<file path="config.mk">
export PLATFORM = sky130hd
export DESIGN_NAME = record_slot_table_with_sort_top
export DESIGN_NICKNAME = d
export VERILOG_FILES = /design/src/rtl/core/rstws_pkg.sv /design/src/rtl/core/rstws_dp.sv /design/src/rtl/core/rstws_ctrl.sv /design/src/rtl/core/record_slot_table_with_sort_top.sv
export SDC_FILE = /design/constraint.sdc
export NUM_CORES = 2
export LEC_CHECK = 0
export BUFFER_PORTS_ARGS = -buffer_cell sky130_fd_sc_hd__buf_2
export CORE_AREA = 2 2 372 374
export CTS_CLUSTER_DIAMETER = 60
export DETAILED_ROUTE_END_ITERATION = 8
export DIE_AREA = 0 0 374 376
export PLACE_DENSITY_LB_ADDON = 0.1
export SYNTH_ARGS = -nofsm -noshare
export SYNTH_HDL_FRONTEND = slang
export SYNTH_HIERARCHICAL = 1
export SYNTH_SLANG_ARGS = --single-unit
</file>
<file path="constraint.sdc">
create_clock -name clk -period 14.1 [get_ports clk]
set_clock_uncertainty 0.2 [all_clocks]
set_input_delay 1.41 -clock clk [delete_from_list [all_inputs] [get_ports clk]]
set_output_delay 1.41 -clock clk [all_outputs]
set_load 0.01 [all_outputs]
</file>
<file path="src/rtl/core/rstws_pkg.sv">
// Shared types, codes and sizes for the record slot table with sort.
// No dependencies; every other file of the block imports this package.
`default_nettype none

package rstws_pkg;

	localparam int SLOTS  = 16;
	localparam int SLOT_W = $clog2(SLOTS);

	localparam logic [SLOT_W-1:0] LAST_SLOT = SLOT_W'(SLOTS - 1);
	localparam logic [SLOT_W-1:0] LAST_PAIR = SLOT_W'(SLOTS - 2);

	// operation codes
	localparam logic [2:0] FUNC_INSERT = 3'd0;
	localparam logic [2:0] FUNC_REMOVE = 3'd1;
	localparam logic [2:0] FUNC_LOOKUP = 3'd2;
	localparam logic [2:0] FUNC_RENAME = 3'd3;
	localparam logic [2:0] FUNC_SORT   = 3'd4;

	// result status codes
	localparam logic [1:0] ST_OK       = 2'd0;
	localparam logic [1:0] ST_FULL     = 2'd1;
	localparam logic [1:0] ST_NOTFOUND = 2'd2;

	// datapath actions
	localparam logic [2:0] ACT_NONE    = 3'd0;
	localparam logic [2:0] ACT_INSERT  = 3'd1;
	localparam logic [2:0] ACT_HIT     = 3'd2;
	localparam logic [2:0] ACT_MISS    = 3'd3;
	localparam logic [2:0] ACT_PLAIN   = 3'd4;
	localparam logic [2:0] ACT_SWAP_LO = 3'd5;
	localparam logic [2:0] ACT_SWAP_HI = 3'd6;

	typedef struct packed {
		logic [2:0]  func;
		logic [63:0] name_key;
		logic [15:0] record_id;
		logic        descending;
	} req_t;

	typedef struct packed {
		logic [1:0]  status;
		logic [3:0]  slot_index;
		logic [15:0] assigned_id;
		logic [63:0] found_name;
	} rsp_t;

	typedef struct packed {
		logic [15:0] id;
		logic [63:0] name;
	} entry_t;

	typedef struct packed {
		logic              latch;
		logic              rd_en;
		logic [SLOT_W-1:0] slot;
		logic [2:0]        act;
		logic              out_load;
	} cmd_t;

	typedef struct packed {
		logic [2:0] func;
		logic       used_k;
		logic       used_k1;
		logic       id_match;
		logic       out_of_order;
		logic       out_free;
	} stat_t;

endpackage

`default_nettype wire

</file>
<file path="src/rtl/core/rstws_dp.sv">
// Datapath: slot memory, used bits, id counter, compare logic and result register.
// Depends on rstws_pkg; driven by commands from rstws_ctrl.
`default_nettype none

module rstws_dp
	import rstws_pkg::*;
(
	input  wire logic  clk,
	input  wire logic  arst_n,
	input  wire req_t  req,
	input  wire cmd_t  cmd,
	output stat_t      stat,
	output logic       rsp_valid,
	input  wire logic  rsp_stall,
	output rsp_t       rsp
);

	req_t              req_q;
	logic [SLOTS-1:0]  used_q;
	logic [15:0]       next_id_q;
	entry_t            mem [SLOTS];
	entry_t            rd_a_q;
	entry_t            rd_b_q;
	rsp_t              res_q;
	rsp_t              res_d;
	rsp_t              rsp_q;
	logic              rsp_valid_q;

	logic [SLOT_W-1:0] slot_nxt;
	logic              free_hit;
	logic [SLOT_W-1:0] free_idx;
	logic              wr_en;
	logic [SLOT_W-1:0] wr_addr;
	entry_t            wr_data;

	assign slot_nxt = cmd.slot + SLOT_W'(1);

	// lowest free slot
	always_comb begin
		free_hit = 1'b0;
		free_idx = '0;
		for (int i = SLOTS - 1; i >= 0; i--) begin
			if (!used_q[i]) begin
				free_hit = 1'b1;
				free_idx = SLOT_W'(i);
			end
		end
	end

	always_comb begin
		wr_en   = 1'b0;
		wr_addr = cmd.slot;
		wr_data = rd_b_q;
		unique case (cmd.act)
			ACT_INSERT: begin
				wr_en        = free_hit;
				wr_addr      = free_idx;
				wr_data.id   = next_id_q;
				wr_data.name = req_q.name_key;
			end
			ACT_HIT: begin
				wr_en        = (req_q.func == FUNC_RENAME);
				wr_data.id   = rd_a_q.id;
				wr_data.name = req_q.name_key;
			end
			ACT_SWAP_LO: begin
				wr_en = 1'b1;
			end
			ACT_SWAP_HI: begin
				wr_en   = 1'b1;
				wr_addr = slot_nxt;
				wr_data = rd_a_q;
			end
			default: begin
			end
		endcase
	end

	always_ff @(posedge clk) begin
		if (wr_en) begin
			mem[wr_addr] <= wr_data;
		end
		if (cmd.rd_en) begin
			rd_a_q <= mem[cmd.slot];
			rd_b_q <= mem[slot_nxt];
		end
	end

	always_comb begin
		res_d = '0;
		unique case (cmd.act)
			ACT_INSERT: begin
				if (free_hit) begin
					res_d.status      = ST_OK;
					res_d.slot_index  = 4'(free_idx);
					res_d.assigned_id = next_id_q;
				end else begin
					res_d.status = ST_FULL;
				end
			end
			ACT_HIT: begin
				res_d.status      = ST_OK;
				res_d.slot_index  = 4'(cmd.slot);
				res_d.assigned_id = rd_a_q.id;
				if (req_q.func == FUNC_LOOKUP) begin
					res_d.found_name = rd_a_q.name;
				end
			end
			ACT_MISS: begin
				res_d.status = ST_NOTFOUND;
			end
			default: begin
			end
		endcase
	end

	always_ff @(posedge clk) begin
		if (cmd.latch) begin
			req_q <= req;
		end
		if (cmd.act == ACT_INSERT || cmd.act == ACT_HIT || cmd.act == ACT_MISS ||
		    cmd.act == ACT_PLAIN) begin
			res_q <= res_d;
		end
		if (cmd.out_load) begin
			rsp_q <= res_q;
		end
	end

	always_ff @(posedge clk or negedge arst_n) begin
		if (!arst_n) begin
			used_q      <= '0;
			next_id_q   <= '0;
			rsp_valid_q <= 1'b0;
		end else begin
			if (cmd.act == ACT_INSERT && free_hit) begin
				used_q[free_idx] <= 1'b1;
				next_id_q        <= next_id_q + 16'd1;
			end
			if (cmd.act == ACT_HIT && req_q.func == FUNC_REMOVE) begin
				used_q[cmd.slot] <= 1'b0;
			end
			if (cmd.out_load) begin
				rsp_valid_q <= 1'b1;
			end else if (!rsp_stall) begin
				rsp_valid_q <= 1'b0;
			end
		end
	end

	always_comb begin
		stat.func         = req_q.func;
		stat.used_k       = used_q[cmd.slot];
		stat.used_k1      = used_q[slot_nxt];
		stat.id_match     = (rd_a_q.id == req_q.record_id);
		stat.out_of_order = req_q.descending ? (rd_a_q.name < rd_b_q.name)
		                                     : (rd_a_q.name > rd_b_q.name);
		stat.out_free     = !rsp_valid_q || !rsp_stall;
	end

	assign rsp_valid = rsp_valid_q;
	assign rsp       = rsp_q;

endmodule

`default_nettype wire

</file>
<file path="src/rtl/core/rstws_ctrl.sv">
// Controller: sequences insert, id scans and bubble-sort passes over the slots.
// Depends on rstws_pkg; commands rstws_dp and reads its status.
`default_nettype none

module rstws_ctrl
	import rstws_pkg::*;
(
	input  wire logic  clk,
	input  wire logic  arst_n,
	input  wire logic  req_valid,
	output logic       req_stall,
	input  wire stat_t stat,
	output cmd_t       cmd
);

	localparam logic [2:0] S_IDLE     = 3'd0;
	localparam logic [2:0] S_DISP     = 3'd1;
	localparam logic [2:0] S_SCAN_RD  = 3'd2;
	localparam logic [2:0] S_SCAN_CHK = 3'd3;
	localparam logic [2:0] S_SORT_RD  = 3'd4;
	localparam logic [2:0] S_SORT_CMP = 3'd5;
	localparam logic [2:0] S_SORT_SWP = 3'd6;
	localparam logic [2:0] S_FIN      = 3'd7;

	logic [2:0]        state_q;
	logic [2:0]        state_d;
	logic [SLOT_W-1:0] k_q;
	logic [SLOT_W-1:0] k_d;
	logic              swapped_q;
	logic              swapped_d;
	logic              adv;

	always_comb begin
		state_d      = state_q;
		k_d          = k_q;
		swapped_d    = swapped_q;
		adv          = 1'b0;
		cmd.latch    = 1'b0;
		cmd.rd_en    = 1'b0;
		cmd.slot     = k_q;
		cmd.act      = ACT_NONE;
		cmd.out_load = 1'b0;
		req_stall    = (state_q != S_IDLE);

		unique case (state_q)
			S_IDLE: begin
				if (req_valid) begin
					cmd.latch = 1'b1;
					state_d   = S_DISP;
				end
			end
			S_DISP: begin
				unique case (stat.func)
					FUNC_INSERT: begin
						cmd.act = ACT_INSERT;
						state_d = S_FIN;
					end
					FUNC_REMOVE, FUNC_LOOKUP, FUNC_RENAME: begin
						k_d     = '0;
						state_d = S_SCAN_RD;
					end
					FUNC_SORT: begin
						k_d       = '0;
						swapped_d = 1'b0;
						state_d   = S_SORT_RD;
					end
					default: begin
						cmd.act = ACT_PLAIN;
						state_d = S_FIN;
					end
				endcase
			end
			S_SCAN_RD: begin
				if (stat.used_k) begin
					cmd.rd_en = 1'b1;
					state_d   = S_SCAN_CHK;
				end else if (k_q == LAST_SLOT) begin
					cmd.act = ACT_MISS;
					state_d = S_FIN;
				end else begin
					k_d = k_q + SLOT_W'(1);
				end
			end
			S_SCAN_CHK: begin
				if (stat.id_match) begin
					cmd.act = ACT_HIT;
					state_d = S_FIN;
				end else if (k_q == LAST_SLOT) begin
					cmd.act = ACT_MISS;
					state_d = S_FIN;
				end else begin
					k_d     = k_q + SLOT_W'(1);
					state_d = S_SCAN_RD;
				end
			end
			S_SORT_RD: begin
				if (stat.used_k && stat.used_k1) begin
					cmd.rd_en = 1'b1;
					state_d   = S_SORT_CMP;
				end else begin
					adv = 1'b1;
				end
			end
			S_SORT_CMP: begin
				if (stat.out_of_order) begin
					cmd.act   = ACT_SWAP_LO;
					swapped_d = 1'b1;
					state_d   = S_SORT_SWP;
				end else begin
					adv = 1'b1;
				end
			end
			S_SORT_SWP: begin
				cmd.act = ACT_SWAP_HI;
				adv     = 1'b1;
			end
			S_FIN: begin
				if (stat.out_free) begin
					cmd.out_load = 1'b1;
					state_d      = S_IDLE;
				end
			end
			default: begin
				state_d = S_IDLE;
			end
		endcase

		// step to the next pair, or close the pass
		if (adv) begin
			if (k_q == LAST_PAIR) begin
				if (swapped_q) begin
					k_d       = '0;
					swapped_d = 1'b0;
					state_d   = S_SORT_RD;
				end else begin
					cmd.act = ACT_PLAIN;
					state_d = S_FIN;
				end
			end else begin
				k_d     = k_q + SLOT_W'(1);
				state_d = S_SORT_RD;
			end
		end
	end

	always_ff @(posedge clk or negedge arst_n) begin
		if (!arst_n) begin
			state_q   <= S_IDLE;
			k_q       <= '0;
			swapped_q <= 1'b0;
		end else begin
			state_q   <= state_d;
			k_q       <= k_d;
			swapped_q <= swapped_d;
		end
	end

endmodule

`default_nettype wire

</file>
<file path="src/rtl/core/record_slot_table_with_sort_top.sv">
// Top level of the record slot table with sort: controller plus datapath.
// Depends on rstws_pkg, rstws_ctrl and rstws_dp.
//
// Channels: req (req_valid / req_stall / req) takes one operation item
//   (insert, remove, lookup, rename, sort); rsp (rsp_valid / rsp_stall /
//   rsp) returns exactly one result item per request, in order. An item
//   moves when valid is high and stall is low at a rising edge.
// Operation: one item is worked on at a time, and req_stall
//   stays high from the accept until its result is loaded into the output
//   register. Insert and unknown operations go straight to that load.
//   Remove, lookup and rename scan the slots in order, reading each used
//   slot and comparing its id, up to the match. Sort runs bubble passes
//   over adjacent slot pairs, skipping a pair that holds a free slot,
//   comparing used pairs and swapping out-of-order ones, and repeats
//   passes until one pass swaps nothing (up to SLOTS passes).
// Reset and stall: arst_n clears the used marks, the id counter, the result
//   valid and the control state; slot contents are not cleared. A stalled
//   result holds in the output register; the next request is still taken,
//   and its result waits until the output register frees.
`default_nettype none

module record_slot_table_with_sort_top
	import rstws_pkg::*;
(
	input  wire logic clk,
	input  wire logic arst_n,
	input  wire logic req_valid,
	output logic      req_stall,
	input  wire req_t req,
	output logic      rsp_valid,
	input  wire logic rsp_stall,
	output rsp_t      rsp
);

	cmd_t  cmd;
	stat_t stat;

	// sequence each operation over the slots
	rstws_ctrl u_ctrl (
		.clk       (clk),
		.arst_n    (arst_n),
		.req_valid (req_valid),
		.req_stall (req_stall),
		.stat      (stat),
		.cmd       (cmd)
	);

	// hold the table, compare names and ids, drive the result register
	rstws_dp u_dp (
		.clk       (clk),
		.arst_n    (arst_n),
		.req       (req),
		.cmd       (cmd),
		.stat      (stat),
		.rsp_valid (rsp_valid),
		.rsp_stall (rsp_stall),
		.rsp       (rsp)
	);

endmodule

`default_nettype wire

</file>
==> results_dict.tcl <==
set metrics [dict create \
    finalPower_uw 19800 \
    start_util 0.5656 \
    drive_above_1_share 0.3362 \
    wire_per_inst_um 33.27 \
    ys.flop_type "edfxtp_1" \
    drv_slew 0 \
    routed-wl-met2_um 92330 \
    power.leakage_uw 0.02758 \
    yosys_warnings 6 \
    max_stage_delay_ns 0.88 \
    maxCapViolCount 0 \
    cts_setup_buffers 0 \
    numCtsBuffers 179 \
    cts_max_path_buffers 3 \
    ir_drop_mv 0.3213 \
    syn_nets 3951 \
    critPathLaunch "u_dp/rd_a_q[63]" \
    htree_num_levels 4 \
    status "complete, no violations" \
    max_freq_mhz 110.6 \
    worstSetupPathType "reg2reg" \
    row_count 136 \
    io_pins 176 \
    fin_crit_sh 0.6412 \
    pre_cts_slack_ns 5.178 \
    antennaDiodeCount 0 \
    placedCellCount 5587 \
    tns_ns 0 \
    vias 41230 \
    worstMarginPinSlew_ns 1.271 \
    crit_buf_inv 5 \
    first_global_vias 40840 \
    timing_hold_violations_final 0 \
    cts-root-buf "clkbuf_16" \
    min_period_ns 9.041 \
    ctsResizeCount 0 \
    synth-edff-count 1696 \
    setup_slack_ns 5.059 \
    crit_path_top_delay_cell "nor3b_2" \
    cp_data_arrival_time_ns 9.26 \
    cp_common_cell "buf_4" \
    top_layer_used "met4" \
    syn2layout_area_growth_pct 11.44 \
    path_delay_family "simple AND/OR/NAND/NOR gates" \
    synth-seq-area-share 0.6723 \
    routed_via_density 6.966 \
    setup.worst_path.end_class "flip-flop" \
    grtUsageTotal 0.2844 \
    wirelength_um 197000 \
    cp.required_ns 14.32 \
    syn_avg_cell_area_um2 20.38 \
    wl_met3_um 18690 \
    startpoint_type "flip-flop" \
    grt_pass1_wl_um 286600 \
    clock-sinks 1737 \
    first_iter_violations 5785 \
    numPortBuffers 175 \
    synthCells 3792 \
    hp-class "reg2reg" \
    drt-met1-wl_um 81510 \
    gp_congestion 0.8665 \
    rsz0062_at_grt "false" \
    die_w_um 374 \
    place_hpwl_um 108000 \
    grt_max_degree 141 \
    slew_headroom 0.1526 \
    path_cells "ha_1 > nand4_1 > or2_2 > nor4_1 > nand4_1 > o2111ai_1 > mux2i_1 > o21ai_1 > o211a_1 > nand2_1 > o2111a_4 > buf_4 > nor3b_2 > buf_4 > o41a_1 > buf_4 > a41oi_2 > o21ai_2 > nor3b_2 > buf_4 > buf_4" \
    postCtsHoldBufs 0 \
    grt_overflow 0 \
    finish.net_count 4133 \
    fp.dieArea_um2 140600 \
    instances_no_fill 5919 \
    clock_latency_ns 0.81 \
    critPathMaxFanout 52 \
    async_reset_ff_frac 0.02360 \
    drc 0 \
    first_pass_iters 5 \
    setup_viol 0 \
    whs_ns 0.2141 \
    r2r_start "u_dp/rd_a_q[63]" \
    synth.distinct_cells 77 \
    dieHeight_um 376 \
    min-delay-start "u_dp/res_q[35]" \
    ant_nets 0 \
    p_per_area_nw_per_um2 229.9 \
    ys_seq_elements 1737 \
    path_clk_slew_ns 0.06 \
    synthesis.area_um2 77280 \
    cts_tree "done" \
    antenna_found_initial 8 \
    coreArea_um2 136600 \
]
stage by stage:
stage,util,cell area (um2)
floorplan,-,77280
detailed placement,0.5870,80210
global placement,0.5870,80210
finish,0.6303,86130
CTS,0.6303,86130
global route,0.6303,86130
layout make-up:
type | instances | area (um2)
well taps | 1794 | 2245
clock buffers | 217 | 4664
multi-input cells | 1718 | 24080
repair buffers | 261 | 1622
flip-flops and latches | 1737 | 51970
inverters | 77 | 289.0
fillers | 9289 | 50510
clock inverters | 115 | 1257
synth_stat cells, drive strengths merged, types with 6 or more instances:
master	instances	area share
clkbuf	108	0.0052
a31oi	9	0.00073
inv	77	0.0037
a21oi	107	0.0069
o22ai	70	0.0057
edfxtp	1696	0.66
mux4	810	0.24
a211oi	8	0.00084
nand2b	9	0.00076
o21ai	91	0.0059
a22o	17	0.0019
ha	71	0.011
nor3	17	0.0012
a22oi	16	0.0016
dfrtp	41	0.013
a2bb2oi	7	0.00079
nor3b	9	0.00087
nor4	7	0.00057
a21o	6	0.00058
and3	7	0.00057
buf	152	0.010
nand4	29	0.0024
and2	68	0.0055
nand2	143	0.0069
nand3	16	0.0010
nor2b	10	0.00084
nor2	102	0.0050
xnor2	29	0.0033
layer usage:
metal  up-vias  global-route usage
li1      16570                   -
met5         -                   0
met3       265             0.04819
met1     22110              0.4358
met4         0             0.07440
met2      2290              0.4323
cell families (layout without fill, tap and decap cells):
family                     count (synthesis)  after routing  share of synthesized area
DFF                                     1737           1737                     0.6723
muxes                                    812            812                     0.2364
and+or+nand+nor                          437            437                    0.02791
AOI/OAI and AO/OA                        364            364                    0.02898
buffers and inverters                    337            670                    0.01914
adders and majority gates                 71             71                    0.01149
xor gates and xnor gates                  34             34                   0.003853
cell usage in the layout, fill, tap and decap left out, drive strengths merged, types with 17 or more instances in the layout:
cell type,instances
bufinv,24
clkbuf,217
nand2,143
a21oi,107
inv,86
nand4,29
nor3,17
xnor2,29
nor2,102
o22ai,70
dfrtp,41
edfxtp,1696
and2,68
buf,261
a22o,17
ha,71
clkinv,75
o21ai,91
mux4,810
power breakdown:
part	internal, uW	switching, uW
Combinational	3500	4030
Sequential	7160	340
Clock	2800	1970
state kept, by name (all words and copies together) (netlist names), 3 cells and up:
name and flops:
u_dp/mem 1280, u_dp/res_q 86, u_dp/rsp 86, u_dp/req_q 81
u_dp/rd_a_q 80, u_dp/rd_b_q 80, u_dp/next_id_q 16, u_dp/used_q 16
u_ctrl/k_q 4, u_ctrl/state_q 3, u_dp/stat 3
worst paths after layout:
path                                      endpoint  depth (start not counted)  slack (ns)
min in group asynchronous       u_dp/next_id_q[11]                          2        0.50
max in group asynchronous            u_ctrl/k_q[3]                          2       12.68
worst max register to register    u_dp/mem[13][12]                         21        5.06
worst min register to register        u_dp/rsp[35]                          0        0.21
worst min-delay path                  u_dp/rsp[35]                          0        0.21
worst max-delay path              u_dp/mem[13][12]                         21        5.06
Note: power is estimated with default switching activity, not from simulation.
